## config.mk

```make
export PLATFORM = sky130hd
export DESIGN_NAME = filled_circle_span_generator
export DESIGN_NICKNAME = d
export VERILOG_FILES = /design/src/rtl/fcsg_pkg.sv /design/src/rtl/filled_circle_span_generator.sv /design/src/rtl/fcsg_sqcmp.sv /design/src/rtl/fcsg_seq.sv /design/src/rtl/fcsg_out.sv
export SDC_FILE = /design/constraint.sdc
export NUM_CORES = 1
export LEC_CHECK = 0
export BUFFER_PORTS_ARGS = -buffer_cell sky130_fd_sc_hd__buf_2
export CELL_PAD_IN_SITES_DETAIL_PLACEMENT = 1
export CELL_PAD_IN_SITES_GLOBAL_PLACEMENT = 1
export CORE_ASPECT_RATIO = 0.8
export CORE_MARGIN = 3
export CORE_UTILIZATION = 35
export DETAILED_ROUTE_END_ITERATION = 10
export GPL_TIMING_DRIVEN = 0
export PLACE_DENSITY = 0.69
export SLEW_MARGIN = 20
export SYNTH_ARGS = -nofsm -noshare
export SYNTH_HDL_FRONTEND = slang
export SYNTH_SLANG_ARGS = --single-unit
```

## constraint.sdc

```tcl
create_clock -name i_clk -period 7.7 [get_ports i_clk]
set_clock_uncertainty 0.1 [all_clocks]
set_input_delay 1.54 -clock i_clk [delete_from_list [all_inputs] [get_ports i_clk]]
set_output_delay 1.54 -clock i_clk [all_outputs]
set_load 0.05 [all_outputs]
```

## src/rtl/fcsg_pkg.sv

```systemverilog
// Package for the filled circle span generator.
// Holds the shared widths, the span record type and the row limit function.
// It has no dependencies.
package fcsg_pkg;

    localparam int COORD_W        = 16;
    localparam int RAD_W          = 5;
    localparam int LEN_W          = 6;
    localparam int COLOR_W        = 16;
    localparam int SQ_W           = 11;
    localparam int DEF_MAX_RADIUS = 16;

    typedef struct packed {
        logic [COORD_W-1:0] x_start;
        logic [COORD_W-1:0] y;
        logic [LEN_W-1:0]   length;
        logic [COLOR_W-1:0] color;
    } t_span;

    // Last row offset of the inner loop: r*707/1000 + 1.
    // The factor 181/256 gives the same floor for every 5-bit radius.
    function automatic logic [RAD_W-1:0] imax_of(input logic [RAD_W-1:0] r);
        logic [12:0] prod;
        prod = 13'(r) * 13'd181;
        return RAD_W'(prod >> 8) + RAD_W'(1);
    endfunction

endpackage

```

## src/rtl/filled_circle_span_generator.sv

```systemverilog
// Filled circle span generator, top level; uses fcsg_pkg, fcsg_seq and fcsg_out.
// The row sequencer sets imax = r*707/1000 + 1, the last inner row offset; output stalls
// hold it. A disc of zero radius is taken but yields no spans. A new disc is taken when the
// sequencer is idle. Synchronous active-low reset idles the sequencer, empties the output.
module filled_circle_span_generator
    import fcsg_pkg::*;
#(
    parameter int MAX_RADIUS = DEF_MAX_RADIUS
) (
    input  logic               i_clk,
    input  logic               i_rst_n,
    input  logic               i_valid,
    output logic               o_ready,
    input  logic [COORD_W-1:0] i_center_x,
    input  logic [COORD_W-1:0] i_center_y,
    input  logic [RAD_W-1:0]   i_radius,
    input  logic [COLOR_W-1:0] i_fill_color,
    output logic               o_valid,
    input  logic               i_ready,
    output logic [COORD_W-1:0] o_span_x_start,
    output logic [COORD_W-1:0] o_span_y,
    output logic [LEN_W-1:0]   o_span_length,
    output logic [COLOR_W-1:0] o_span_color,
    output logic               o_last_span
);

    logic  adv;
    logic  cand_valid;
    t_span cand;
    logic  done;

    fcsg_seq #(
        .MAX_RADIUS (MAX_RADIUS)
    ) u_seq (
        .i_clk        (i_clk),
        .i_rst_n      (i_rst_n),
        .i_valid      (i_valid),
        .o_ready      (o_ready),
        .i_center_x   (i_center_x),
        .i_center_y   (i_center_y),
        .i_radius     (i_radius),
        .i_fill_color (i_fill_color),
        .i_adv        (adv),
        .o_cand_valid (cand_valid),
        .o_cand       (cand),
        .o_done       (done)
    );

    fcsg_out u_out (
        .i_clk          (i_clk),
        .i_rst_n        (i_rst_n),
        .i_cand_valid   (cand_valid),
        .i_cand         (cand),
        .i_done         (done),
        .o_adv          (adv),
        .o_valid        (o_valid),
        .i_ready        (i_ready),
        .o_span_x_start (o_span_x_start),
        .o_span_y       (o_span_y),
        .o_span_length  (o_span_length),
        .o_span_color   (o_span_color),
        .o_last_span    (o_last_span)
    );

endmodule

```

## src/rtl/fcsg_sqcmp.sv

```systemverilog
// Shared square-sum unit of the span generator.
// Forms a*a + b*b and compares it against a limit; uses fcsg_pkg.
module fcsg_sqcmp
    import fcsg_pkg::*;
(
    input  logic [RAD_W-1:0] i_a,
    input  logic [RAD_W-1:0] i_b,
    input  logic [SQ_W-1:0]  i_lim,
    output logic [SQ_W-1:0]  o_sum,
    output logic             o_gt
);

    logic [SQ_W-1:0] sq_a;
    logic [SQ_W-1:0] sq_b;

    assign sq_a  = SQ_W'(i_a) * SQ_W'(i_a);
    assign sq_b  = SQ_W'(i_b) * SQ_W'(i_b);
    assign o_sum = sq_a + sq_b;
    assign o_gt  = (o_sum > i_lim);

endmodule

```

## src/rtl/fcsg_seq.sv

```systemverilog
// Sequencer of the span generator: walks the rows of one disc.
// One candidate span per span state; uses fcsg_pkg and fcsg_sqcmp.
module fcsg_seq
    import fcsg_pkg::*;
#(
    parameter int MAX_RADIUS = DEF_MAX_RADIUS
) (
    input  logic               i_clk,
    input  logic               i_rst_n,
    input  logic               i_valid,
    output logic               o_ready,
    input  logic [COORD_W-1:0] i_center_x,
    input  logic [COORD_W-1:0] i_center_y,
    input  logic [RAD_W-1:0]   i_radius,
    input  logic [COLOR_W-1:0] i_fill_color,
    input  logic               i_adv,
    output logic               o_cand_valid,
    output t_span              o_cand,
    output logic               o_done
);

    localparam logic [2:0] S_IDLE   = 3'd0;
    localparam logic [2:0] S_CENTER = 3'd1;
    localparam logic [2:0] S_TEST   = 3'd2;
    localparam logic [2:0] S_OUTP   = 3'd3;
    localparam logic [2:0] S_OUTM   = 3'd4;
    localparam logic [2:0] S_INP    = 3'd5;
    localparam logic [2:0] S_INM    = 3'd6;
    localparam logic [2:0] S_DONE   = 3'd7;

    logic [2:0]         r_state;
    logic [COORD_W-1:0] r_cx;
    logic [COORD_W-1:0] r_cy;
    logic [COLOR_W-1:0] r_col;
    logic [RAD_W-1:0]   r_r;
    logic [RAD_W-1:0]   r_x;
    logic [RAD_W-1:0]   r_i;
    logic [RAD_W-1:0]   r_imax;
    logic [SQ_W-1:0]    r_sqmax;

    logic [RAD_W-1:0]   rad_clamp;
    logic [RAD_W-1:0]   u_a;
    logic [RAD_W-1:0]   u_b;
    logic [SQ_W-1:0]    u_lim;
    logic [SQ_W-1:0]    u_sum;
    logic               u_gt;
    logic [RAD_W-1:0]   i_m1;

    assign rad_clamp = (i_radius > RAD_W'(MAX_RADIUS)) ? RAD_W'(MAX_RADIUS) : i_radius;
    assign o_ready   = (r_state == S_IDLE);
    assign i_m1      = r_i - RAD_W'(1);

    always_comb begin
        if (r_state == S_IDLE) begin
            u_a   = rad_clamp;
            u_b   = '0;
            u_lim = '0;
        end else begin
            u_a   = r_i;
            u_b   = r_x;
            u_lim = r_sqmax;
        end
    end

    fcsg_sqcmp u_sqcmp (
        .i_a   (u_a),
        .i_b   (u_b),
        .i_lim (u_lim),
        .o_sum (u_sum),
        .o_gt  (u_gt)
    );

    always_comb begin
        o_cand_valid   = 1'b0;
        o_done         = 1'b0;
        o_cand.color   = r_col;
        o_cand.x_start = r_cx - COORD_W'(r_x);
        o_cand.y       = r_cy;
        o_cand.length  = {r_x, 1'b0};
        case (r_state)
            S_CENTER: begin
                o_cand_valid   = i_adv;
                o_cand.x_start = r_cx - COORD_W'(r_r);
                o_cand.length  = {r_r, 1'b0};
            end
            S_OUTP: begin
                o_cand_valid   = i_adv;
                o_cand.x_start = r_cx - COORD_W'(i_m1);
                o_cand.y       = r_cy + COORD_W'(r_x);
                o_cand.length  = {i_m1, 1'b0};
            end
            S_OUTM: begin
                o_cand_valid   = i_adv;
                o_cand.x_start = r_cx - COORD_W'(i_m1);
                o_cand.y       = r_cy - COORD_W'(r_x);
                o_cand.length  = {i_m1, 1'b0};
            end
            S_INP: begin
                o_cand_valid = i_adv;
                o_cand.y     = r_cy + COORD_W'(r_i);
            end
            S_INM: begin
                o_cand_valid = i_adv;
                o_cand.y     = r_cy - COORD_W'(r_i);
            end
            S_DONE: begin
                o_done = i_adv;
            end
            default: begin
                o_cand_valid = 1'b0;
            end
        endcase
    end

    always_ff @(posedge i_clk) begin
        if (!i_rst_n) begin
            r_state <= S_IDLE;
        end else begin
            case (r_state)
                S_IDLE: begin
                    if (i_valid) begin
                        r_cx    <= i_center_x;
                        r_cy    <= i_center_y;
                        r_col   <= i_fill_color;
                        r_r     <= rad_clamp;
                        r_x     <= rad_clamp;
                        r_i     <= RAD_W'(1);
                        r_imax  <= imax_of(rad_clamp);
                        r_sqmax <= u_sum + SQ_W'(rad_clamp >> 1);
                        if (rad_clamp != '0) begin
                            r_state <= S_CENTER;
                        end
                    end
                end
                S_CENTER: begin
                    if (i_adv) begin
                        r_state <= S_TEST;
                    end
                end
                S_TEST: begin
                    if (u_gt && (r_x > r_imax)) begin
                        r_state <= S_OUTP;
                    end else begin
                        if (u_gt && (r_x != '0)) begin
                            r_x <= r_x - RAD_W'(1);
                        end
                        r_state <= S_INP;
                    end
                end
                S_OUTP: begin
                    if (i_adv) begin
                        r_state <= S_OUTM;
                    end
                end
                S_OUTM: begin
                    if (i_adv) begin
                        r_x     <= r_x - RAD_W'(1);
                        r_state <= S_INP;
                    end
                end
                S_INP: begin
                    if (i_adv) begin
                        r_state <= S_INM;
                    end
                end
                S_INM: begin
                    if (i_adv) begin
                        if (r_i == r_imax) begin
                            r_state <= S_DONE;
                        end else begin
                            r_i     <= r_i + RAD_W'(1);
                            r_state <= S_TEST;
                        end
                    end
                end
                S_DONE: begin
                    if (i_adv) begin
                        r_state <= S_IDLE;
                    end
                end
                default: begin
                    r_state <= S_IDLE;
                end
            endcase
        end
    end

endmodule

```

## src/rtl/fcsg_out.sv

```systemverilog
// Output stage of the span generator.
// Drops empty spans, holds one span back to mark the last word; uses fcsg_pkg.
module fcsg_out
    import fcsg_pkg::*;
(
    input  logic               i_clk,
    input  logic               i_rst_n,
    input  logic               i_cand_valid,
    input  t_span              i_cand,
    input  logic               i_done,
    output logic               o_adv,
    output logic               o_valid,
    input  logic               i_ready,
    output logic [COORD_W-1:0] o_span_x_start,
    output logic [COORD_W-1:0] o_span_y,
    output logic [LEN_W-1:0]   o_span_length,
    output logic [COLOR_W-1:0] o_span_color,
    output logic               o_last_span
);

    logic  r_pend_valid;
    t_span r_pend;
    logic  r_out_valid;
    t_span r_out;
    logic  r_out_last;

    assign o_adv          = !r_out_valid || i_ready;
    assign o_valid        = r_out_valid;
    assign o_span_x_start = r_out.x_start;
    assign o_span_y       = r_out.y;
    assign o_span_length  = r_out.length;
    assign o_span_color   = r_out.color;
    assign o_last_span    = r_out_last;

    always_ff @(posedge i_clk) begin
        if (!i_rst_n) begin
            r_pend_valid <= 1'b0;
            r_out_valid  <= 1'b0;
        end else begin
            if (r_out_valid && i_ready) begin
                r_out_valid <= 1'b0;
            end
            if (o_adv) begin
                if (i_done) begin
                    r_out        <= r_pend;
                    r_out_last   <= 1'b1;
                    r_out_valid  <= r_pend_valid;
                    r_pend_valid <= 1'b0;
                end else if (i_cand_valid && (i_cand.length != '0)) begin
                    if (r_pend_valid) begin
                        r_out       <= r_pend;
                        r_out_last  <= 1'b0;
                        r_out_valid <= 1'b1;
                    end
                    r_pend       <= i_cand;
                    r_pend_valid <= 1'b1;
                end
            end
        end
    end

endmodule
```

# Word level (Yosys, flattened, before mapping)
# Index checks and enable logic that the tools add are counted.
# totals
register_bits	193
input_bits	57
output_inout_bits	57
elab_cells	123
# op_classes
n_addsub	13
multipliers	3
order_cmp	3
eq_ne	19
muxes	41
bitwise	1
n_reduce_logical	23
# op_table
cell	count
two-way mux 54 bit	3
subtractor 16 x 5 -> 16 bit	5
case mux 16 bit (4 select lines)	1
two-way mux 5 bit	10
adder 16 x 5 -> 16 bit	2
case mux 16 bit (2 select lines)	1
two-way mux 3 bit	10
case mux 3 bit (8 select lines)	1
multiplier 5 x 5 -> 10 bit	2
inequality test 2 x 1 -> 1 bit, second input constant	8
case mux 5 bit (3 select lines)	1
multiplier 5 x 8 -> 13 bit, second input constant	1
equality test 3 bit, second input constant	4
case mux 6 bit (2 select lines)	1
adder 10 x 10 -> 11 bit	1
adder 11 x 4 -> 11 bit	1
greater-than comparator 11 bit	1
two-way mux 1 bit	11
two-way mux 11 bit	1
adder 5 x 1 -> 5 bit, second input constant	2
case mux 5 bit (2 select lines)	1
nonzero test 5 bit	2
subtractor 5 x 1 -> 5 bit, second input constant	2
AND reduction 4 bit	2
other kinds (21)	29

# Logic depth before layout (Yosys ltp)
# Gate-level depths: netlist of run 1.
# logic_depth
depth_word	10
ltp_mapped	30

# Hierarchy
# A second synthesis of run 1 with hierarchy kept.
# unflattened
hier_cells	924
area_unflattened_um2	10930.5
# modules_own_cells
mod	n_inst	cells_each	area_per_inst_um2	seq_area_each_um2
fcsg_seq	1	622	5982.0	2432.3
fcsg_out	1	126	3427.0	3313.2
fcsg_sqcmp	1	176	1521.5	0.0

# Least setup slack after synthesis of run 1
# OpenSTA, ideal clock, no wires.
# synth_path
path_type	in2reg
from	input port i_radius[4]
to	register u_seq.r_x[0] (enable)
setup_time_ns	0.381
t_arrival_ns	7.246
path_slack_ns	-0.027
cell_stages	27
path_cell_list	buf_2 -> nand2b_1 -> inv_1 -> a21boi_0 -> inv_1 -> nand2_1 -> xnor2_1 -> fa_1 -> inv_1 -> fa_1 -> inv_1 -> fa_1 -> ha_1 -> xnor2_1 -> ha_1 -> a211oi_1 -> o21ai_1 -> a21oi_1 -> o21bai_1 -> xnor2_1 -> ha_1 -> inv_1 -> a21oi_1 -> a31o_2 -> a31oi_1 -> o31a_2 -> nor4_1
# synth_via
elab_chain_cells	9
word_cells_on_any_way	11
classes_between	add/sub (1); mul (1); order compare (2); eq/ne (2); mux (2); reduce/logical (3)
# synth_rtl
element	line	rtl
start, declared	filled_circle_span_generator.sv:16	input logic [RAD_W-1:0] i_radius,
greater-than comparator 5 bit *	fcsg_seq.sv:49	assign rad_clamp = (i_radius > RAD_W'(MAX_RADIUS)) ? RAD_W'(MAX_RADIUS) : i_radius;
two-way mux 5 bit *	fcsg_seq.sv:49	
net u_seq.rad_clamp[0]	fcsg_seq.sv:41	logic [RAD_W-1:0] rad_clamp;
two-way mux 5 bit *	fcsg_seq.sv:54	if (r_state == S_IDLE) begin
multiplier 5 x 5 -> 10 bit *	fcsg_sqcmp.sv:16	assign sq_a = SQ_W'(i_a) * SQ_W'(i_a);
adder 10 x 10 -> 11 bit *	fcsg_sqcmp.sv:18	assign o_sum = sq_a + sq_b;
greater-than comparator 11 bit *	fcsg_sqcmp.sv:19	assign o_gt = (o_sum > i_lim);
logical AND 1 bit, on equally long branches	fcsg_seq.sv:141, fcsg_seq.sv:144	
inequality test 2 bit (no source line) / inequality test 2 x 1 -> 1 bit (equally long branches)	--	
AND reduction 6 bit (no source line) *	--	
end signal, assigned	fcsg_seq.sv:126	r_x <= rad_clamp;
end signal, assigned	fcsg_seq.sv:145	r_x <= r_x - RAD_W'(1);
end signal, assigned	fcsg_seq.sv:157	r_x <= r_x - RAD_W'(1);
end, declared	fcsg_seq.sv:36	logic [RAD_W-1:0] r_x;
# The timed path passes the listed nets; every way through them passes the cells marked *.
# A chain may end at the register's enable or synchronous reset.

# Worst setup path in the final report of run 1
# layout_path
from	input port i_radius[4]
to	register u_seq.r_x[4] (enable)
# Same word-level chain as after synthesis.

==> results of run 1 <==
## worst max-delay path by stage
stage | to | startpoint | cells after the start
3_3_place_gp | u_seq.r_x[0] | i_radius[4] | 24
2_1_floorplan | u_seq.r_x[0] | i_radius[4] | 27
6_report | u_seq.r_x[4] | i_radius[4] | 28
5_1_grt | u_seq.r_x[2] | i_radius[4] | 27
4_1_cts | u_seq.r_x[2] | i_radius[4] | 25
3_5_place_dp | u_seq.r_x[0] | i_radius[4] | 24
## what timing repair did
item                       CTS  global route
setup buffers                1            11
gates resized for setup     14            21
hold endpoints to repair     0             0
setup endpoints to repair    7             7
pin swaps                    1             3
## cells by family after synthesis
logic type / synth area share [%]
buf+inv: 3.88
other cells: 0.0354
compound gates: 9.88
simple gates: 10.3
mux: 0.768
fa+ha+maj: 15.7
xor+xnor: 5.75
flops: 53.7
## synth_stat cells, drive strengths merged (9+ instances only)
cell / number / share of area, %
a21oi: 40 / 1.9
nand2b: 9 / 0.53
a21o: 10 / 0.72
nor2: 55 / 1.9
xor2: 25 / 2.1
nor2b: 9 / 0.53
nand2: 68 / 2.4
ha: 93 / 11
nand3: 14 / 0.71
and3: 13 / 0.77
edfxtp: 186 / 53
xnor2: 42 / 3.5
o21ai: 39 / 1.8
fa: 25 / 4.7
nor3: 23 / 1.1
inv: 76 / 2.7
buf: 11 / 0.48
clkbuf: 15 / 0.54
## critical path, delay by kind of cell
family	cells	cell delay, ps
compound gates	9	1570
simple gates	3	550
xor+xnor	3	530
fa+ha+maj	6	2530
buf+inv	7	800
## area by class of cell
cell class,instances,share of cell area (%)
Clock inverter,13,1.61
Timing Repair Buffer,128,6.09
Multi-Input combinational cell,582,36.6
Inverter,80,2.46
Tap cell,406,4.01
Buffer,26,0.899
Clock buffer,19,3.42
Sequential cell,191,44.9
## flip-flops by register name, indices dropped and copies added (netlist names)
register              count
u_out.r_pend             53
u_out.o_span_color       16
u_out.o_span_x_start     16
u_out.o_span_y           16
u_seq.r_col              16
u_seq.r_cx               16
u_seq.r_cy               16
u_seq.r_sqmax            11
u_out.o_span_length       5
u_seq.r_i                 5
u_seq.r_imax              5
u_seq.r_r                 5
u_seq.r_x                 5
u_seq.r_state             3
u_out.o_last_span         1
u_out.o_valid             1
u_out.r_pend_valid        1
## metrics by stage
stage                     TNS [ps]  area (µm²)  instances
after floorplan                  0       10600        879
after global placement       -5530       11700       1396
after detailed placement     -6030       11800       1401
after CTS                        0       12500       1434
after global routing          -160       12700       1445
final                            0       12700       1445
## metal layers
metal  vias to the layer above  wire, µm  GRT usage [%]
met4                         0       458           4.44
met1                      3605     12000           21.3
met5                         -         0              0
met3                        35      1030           3.39
met2                       148     12700           27.7
li1                       3463         -              -
==> reports/results.txt, run 1 <==
H-Tree Depth: 4
Final nets: 1,201
num rows: 56
most frequent CP cell: inv_1
clock-pin slew on the worst setup and hold paths: 80 ps
DR WL/cell: 18.1 µm
period utilization: 97.0%
area grow syn2layout: 19.6%
sequential area share after synthesis: 53.7%
setup ws final: 228 ps
commonest non-fill, non-tap cell in the layout: edfxtp_1
fillers: 3,203
CP Data Required Time: 7760 ps
first-pass GRT wire length: 41,500 µm
Mapped Area: 10,600 µm²
Mean Syn Cell Area: 12.1 µm²
routed via count: 7,251
Root Buffer: clkbuf_16
Die Area: 32,400 µm²
I/O Pins: 114
Max FO, Critical Path: 9
maximum clock path buffer count: 2
WHS: 320 ps
Initial Util: 35.8%
vias in the first global route: 7,592
post-detail-place hpwl: 19,300 µm
endpoints failing setup: 0
drc violations: 0
fin crit period: 7470 ps
all-layer global routing usage: 16.3%
r2r setup slk: 280 ps
PortBufs: 111
Worst path max stage delay: 600 ps
Syn. warnings: 0
worst hold start: u_seq.r_col[9]
worst rel slew slack: 49.6%
Highest Clock Rate: 134 MHz
Top FF cell, synth: edfxtp_1
type of origin of the critical path: input port
Chip Width: 200 µm
Fin. Hold Viols: 0
layout cell share with drive strength beyond 1: 20.2%
most frequent cells in the layout: 186 x edfxtp_1, 116 x buf_2, 91 x ha_1
CTS Sinks: 191
largest net degree at the start of global routing: 55
outcome: finished clean
Final ANT Viol Nets: 0
post-synth cell types: 69
Vias/cell: 5.02
EDFF count, synth: 186
Yosys reg bits: 191
fin. max-slew vios: 0
vertical die dimension: 162 µm
R2R Path Start: u_seq.r_state[1]
actual slew at the worst max-slew pin: 756 ps
Hold Buf Count CTS: 0
CTS tree: done
Clk Latency, worst-skew pair: 440 ps
Setup crit end kind: register
Hold Crit Class: register to register
initial antenna violation count: 0
Register-to-Register Path Depth: 27
Gate Count Post-Synth: 878
Setup CP Type: input port to register
grt total ovfl: 0
hold depth: 0
CP max-delay cell: fa_1
1st-pass router iterations: 5
Multi-input gate area: 4640 µm²
initial DRC count: 386
dpl ws: -1000 ps
Async S/R FF share, synth: 0%
n_diodes: 0
Reg area: 5690 µm²
core area: 29,600 µm²
gpl congestion: 0.908
MaxCap Viol Count: 0
Routed WL: 26,100 µm
FF-to-FF End: u_seq.r_x[4]
Post-Route Utilization: 42.8%
WP data arrival: 7530 ps
CTS Buf Count: 17
WHS Endpoint: u_out.r_pend[9]
Power of run 1 is not shown: default switching activity piles up to over one toggle a cycle in this logic, so the estimate is an artifact.
==> run 2, diff against run 1 <==
Settings changed: ABC_AREA from default to 1, GPL_ROUTABILITY_DRIVEN from default to 1, PLACE_DENSITY 0.69 to 0.7.
==> reports/results.txt, run 2 <==
Fin. Hold Viols: 0 (unchanged)
clock-pin slew on the worst setup and hold paths: 80 ps (about the same)
MaxCap Viol Count: 0 (unchanged)
H-Tree Depth: 4 (unchanged)
Yosys reg bits: 191 (unchanged)
Initial Util: 35.7% (-0.097 points)
Mean Syn Cell Area: 11.0 µm² (-8.5%)
commonest non-fill, non-tap cell in the layout: edfxtp_1
layout cell share with drive strength beyond 1: 19.0% (-1.2 points)
Worst path max stage delay: 540 ps (-60 ps)
initial antenna violation count: 1 (+1)
all-layer global routing usage: 15.5% (-0.76 points)
synth top area cells: edfxtp_1 53%, ha_1 11%, nand2_1 5.5%
Syn. warnings: 0 (unchanged)
area grow syn2layout: 18.3%
DR WL/cell: 16.4 µm (-9.1%)
Setup CP Type: input port to register
hold depth: 0 (unchanged)
Synth top area share: 53.1% (+0.40 points)
Most flops, register: u_out.r_pend
core area: 29,400 µm² (-0.47%)
fin crit period: 7300 ps (-175 ps)
Routed WL: 24,500 µm (-6.3%)
Chip Width: 200 µm (-0.36%)
max FFs per register: 53 (unchanged)
grt total ovfl: 0 (unchanged)
Hold Buf Count CTS: 0 (unchanged)
Register-to-Register Path Depth: 29 (+7.4%)
Highest Clock Rate: 137 MHz (+2.4%)
routed via count: 7,265 (+0.19%)
Clk Latency, worst-skew pair: 440 ps (about the same)
largest net degree at the start of global routing: 27 (-51%)
Max FO, Critical Path: 5 (-4)
Vias/cell: 4.88 (-2.8%)
initial DRC count: 387 (+0.26%)
num rows: 56 (unchanged)
endpoints failing setup: 0 (unchanged)
Mapped Area: 10,500 µm² (-0.74%)
vertical die dimension: 161 µm (-0.36%)
most frequent cells in the layout: 186 x edfxtp_1, 149 x nand2_1, 138 x inv_1
first-pass GRT wire length: 39,200 µm (-5.6%)
global routing's busiest layer: met2
CP max-delay cell: fa_1
CTS tree: done
Final nets: 1,274 (+6.1%)
count leader, synth: edfxtp_1
worst rel slew slack: 49.6% (about the same)
WHS: 309 ps (-11.0 ps)
Hold Crit Class: register to register
CP Data Required Time: 7740 ps (-20 ps)
met2 Resource Use GR: 24.7% (-3.0 points)
Setup crit end kind: register
drc violations: 0 (unchanged)
most frequent cells after synthesis: 186 x edfxtp_1, 153 x nand2_1, 139 x inv_1
Gate Count Post-Synth: 952 (+8.4%)
WP data arrival: 7340 ps (-190 ps)
Root Buffer: clkbuf_16
Die Area: 32,200 µm² (-0.72%)
PortBufs: 112 (+0.90%)
outcome: finished clean
met1 Use GR: 22.4% (+1.2 points)
CTS Buf Count: 17 (unchanged)
CTS Sinks: 191 (unchanged)
Async S/R FF share, synth: 0% (unchanged)
maximum clock path buffer count: 2 (unchanged)
type of origin of the critical path: input port
most frequent CP cell: inv_1
post-detail-place hpwl: 19,800 µm (+2.7%)
period utilization: 94.8% (-2.3 points)
Final ANT Viol Nets: 0 (unchanged)
1st-pass router iterations: 4 (-1)
I/O Pins: 114 (unchanged)
vias in the first global route: 7,509 (-1.1%)
gpl congestion: 0.868 (-4.4%)
Top FF cell, synth: edfxtp_1
actual slew at the worst max-slew pin: 753 ps (-2.93 ps)
fin. max-slew vios: 0 (unchanged)
sequential area share after synthesis: 54.1% (+0.40 points)
GRT met3 Usage: 2.38% (-1.0 points)
largest area contributor in the netlist: edfxtp_1
post-synth cell types: 51 (-26%)
EDFF count, synth: 186 (unchanged)
-- run 2: stage by stage --
stage	worst slack (ps)	util, %	cell area, µm²	instances	setup TNS [ps]
final	404	42.2	12400	1490	0
after global routing	-24.9	42.2	12400	1490	-91.2
after CTS	52.3	42.0	12300	1487	0
after detailed placement	-517	39.8	11700	1455	-2820
after global placement	-2630	39.2	11500	1442	-183910
after floorplan	657	-	10500	953	0
-- run 2: path summary, 6_finish.rpt --
check                         from                 to  slack [ps]
hold / removal    u_out.r_pend[24]  u_out.o_span_y[2]         310
setup / recovery       i_radius[4]       u_seq.r_x[1]         400
setup reg to reg  u_seq.r_state[2]       u_seq.r_x[1]         510
hold reg to reg   u_out.r_pend[24]  u_out.o_span_y[2]         310
-- run 2: routing by layer --
| layer | vias up | routed length [µm] |
|---|---|---|
| li1 | 3529 | - |
| met1 | 3543 | 11900 |
| met2 | 175 | 11000 |
| met3 | 18 | 1290 |
| met4 | 0 | 287 |
| met5 | - | 0 |
-- run 2: cell type report --
cell class / count / area, µm²
multi-input cells: 605 / 4310
diodes: 1 / 2.50
inverters: 148 / 561
flip-flops and latches: 191 / 5690
plain buffers: 9 / 50.0
well taps: 377 / 472
clock inverters: 15 / 195
fillers: 3259 / 17000
clock buffers: 17 / 425
repair buffers: 127 / 732
-- run 2: critical path, delay by kind of cell --
| kind | cells | cell delay [ps] |
|---|---|---|
| adders and majority gates | 6 | 2480 |
| and+or+nand+nor | 13 | 1990 |
| buffers and inverters | 7 | 650 |
| xor gates and xnor gates | 3 | 450 |
| AOI/OAI and AO/OA | 1 | 210 |
-- run 2: cell families after synthesis --
kind of cell    after synthesis  share of synthesized area, %
fa+ha+maj                   118                          15.8
simple gates                307                          12.8
compound gates              126                          7.23
buf+inv                     157                          5.73
other cells                   1                        0.0357
xor+xnor                     52                          4.33
flops                       191                          54.1
-- run 2: repair_timing --
action | in CTS | in global routing
setup buffers | 0 | 2
resized for setup | 3 | 18
endpoints found under the setup margin | 5 | 7
gates cloned | 0 | 0
pin swaps | 0 | 3
Power of run 2 is left out for the same reason.
==> run 3, diff against run 2 <==
Settings changed: CTS_BUF_LIST from default to sky130_fd_sc_hd__clkbuf_8.
==> reports/results.txt, run 3 (synthesized netlist as in run 2, its figures left out) <==
initial antenna violation count: 0 (-1)
Vias/cell: 4.88 (+0.11%)
maximum clock path buffer count: 2 (unchanged)
delay-heaviest family, CP: adder cells
n_diodes: 0 (-1)
met2 Resource Use GR: 24.5% (-0.17 points)
gpl congestion: 0.868 (unchanged)
WP data arrival: 7390 ps (+50 ps)
CTS Sinks: 191 (unchanged)
worst hold start: u_out.r_pend[24]
Setup CP Type: input port to register
dpl ws: -517 ps (unchanged)
initial DRC count: 348 (-10%)
I/O Pins: 114 (unchanged)
all-layer global routing usage: 15.5% (-0.057 points)
outcome: finished clean
post-detail-place hpwl: 19,800 µm (unchanged)
drc violations: 0 (unchanged)
core area: 29,400 µm² (unchanged)
Final ANT Viol Nets: 0 (unchanged)
Routed WL: 24,400 µm (-0.51%)
Worst path max stage delay: 540 ps (about the same)
Finished Cell Area: 12,200 µm² (-1.6%)
clock-pin slew on the worst setup and hold paths: 110 ps (+30 ps)
CP max-delay cell: fa_1
Setup TNS: 0 ps (unchanged)
vertical die dimension: 161 µm (unchanged)
CP Data Required Time: 7770 ps (+30 ps)
Most flops, register: u_out.r_pend
first-pass GRT wire length: 39,100 µm (-0.25%)
largest net degree at the start of global routing: 27 (unchanged)
area grow syn2layout: 16.4%
Initial Util: 35.7% (unchanged)
num rows: 56 (unchanged)
Chip Width: 200 µm (unchanged)
MaxCap Viol Count: 0 (unchanged)
Clk Latency, worst-skew pair: 470 ps (+30 ps)
fin cells: 1,489 (-0.067%)
commonest non-fill, non-tap cell in the layout: edfxtp_1
worst rel slew slack: 49.4% (-0.24 points)
R2R Path Start: u_seq.r_state[2]
Final nets: 1,274 (unchanged)
CTS Buf Count: 17 (unchanged)
Fin. Hold Viols: 0 (unchanged)
PortBufs: 112 (unchanged)
most frequent cells in the layout: 186 x edfxtp_1, 149 x nand2_1, 138 x inv_1
Hold Crit Class: register to register
1st-pass router iterations: 5 (+1)
actual slew at the worst max-slew pin: 757 ps (+3.63 ps)
period utilization: 95.0% (+0.25 points)
met1 Use GR: 22.5% (about the same)
routed via count: 7,268 (+0.041%)
placed cell area: 11,700 µm² (unchanged)
Max FO, Critical Path: 5 (unchanged)
Root Buffer: clkbuf_8
dpl cells: 1,455 (unchanged)
Die Area: 32,200 µm² (unchanged)
layout cell share with drive strength beyond 1: 19.0% (unchanged)
critical path buffer and inverter count: 7 (unchanged)
fin crit period: 7320 ps (+19.0 ps)
Setup crit end kind: register
DR WL/cell: 16.4 µm (-0.44%)
global routing's busiest layer: met2
fin. max-slew vios: 0 (unchanged)
grt total ovfl: 0 (unchanged)
CP Launch Point: i_radius[4]
type of origin of the critical path: input port
endpoints failing setup: 0 (unchanged)
Highest Clock Rate: 137 MHz (-0.26%)
unrepaired setup endpoints after global routing: false
CTS tree: done
vias in the first global route: 7,505 (-0.053%)
H-Tree Depth: 4 (unchanged)
max FFs per register: 53 (unchanged)
setup ws final: 385 ps (-19.0 ps)
GRT met3 Usage: 2.19% (-0.19 points)
most frequent CP cell: inv_1
-- run 3: cell count changes in the layout (fill, tap and decap cells not counted), sizes merged --
| cell | previous run | this run |
|---|---|---|
| diode | 1 | 0 |
| clkbuf | 20 | 19 |
| buf | 133 | 134 |
-- run 3: repair_timing --
action / CTS / global route
gates cloned: 0 / 0
pin swaps: 0 / 3
hold buffers: 0 / 0
setup buffers: 0 / 2
setup endpoints to repair: 5 / 7
gates resized for setup: 2 / 19
-- run 3: stage by stage --
| stage | utilization [%] | hold slack (ps) |
|---|---|---|
| 5_1_grt | 41.6 | 319 |
| 4_1_cts | 41.3 | 314 |
| 2_1_floorplan | - | 300 |
| 3_3_place_gp | 39.2 | 300 |
| 6_report | 41.6 | 309 |
| 3_5_place_dp | 39.8 | 306 |
-- run 3: routing by layer --
metal | vias up | part of all wire (%)
li1 | 3523 | -
met1 | 3541 | 49
met2 | 183 | 45
met3 | 21 | 5.3
met4 | 0 | 1.2
met5 | - | 0
-- run 3: worst paths after layout --
kind | cells after the start | slack, ps | endpoint
max | 30 | 380 | u_seq.r_x[4]
max reg2reg | 29 | 540 | u_seq.r_x[4]
min | 0 | 310 | u_out.o_span_y[2]
min reg2reg | 0 | 310 | u_out.o_span_y[2]
-- run 3: layout make-up --
class | count | area, µm²
Inverter | 148 | 558
Timing Repair Buffer | 127 | 732
Buffer | 9 | 50.0
Multi-Input combinational cell | 605 | 4310
Fill cell | 3284 | 17200
Clock inverter | 15 | 195
Sequential cell | 191 | 5690
Tap cell | 377 | 472
Clock buffer | 17 | 234
Power of run 3 is left out for the same reason.
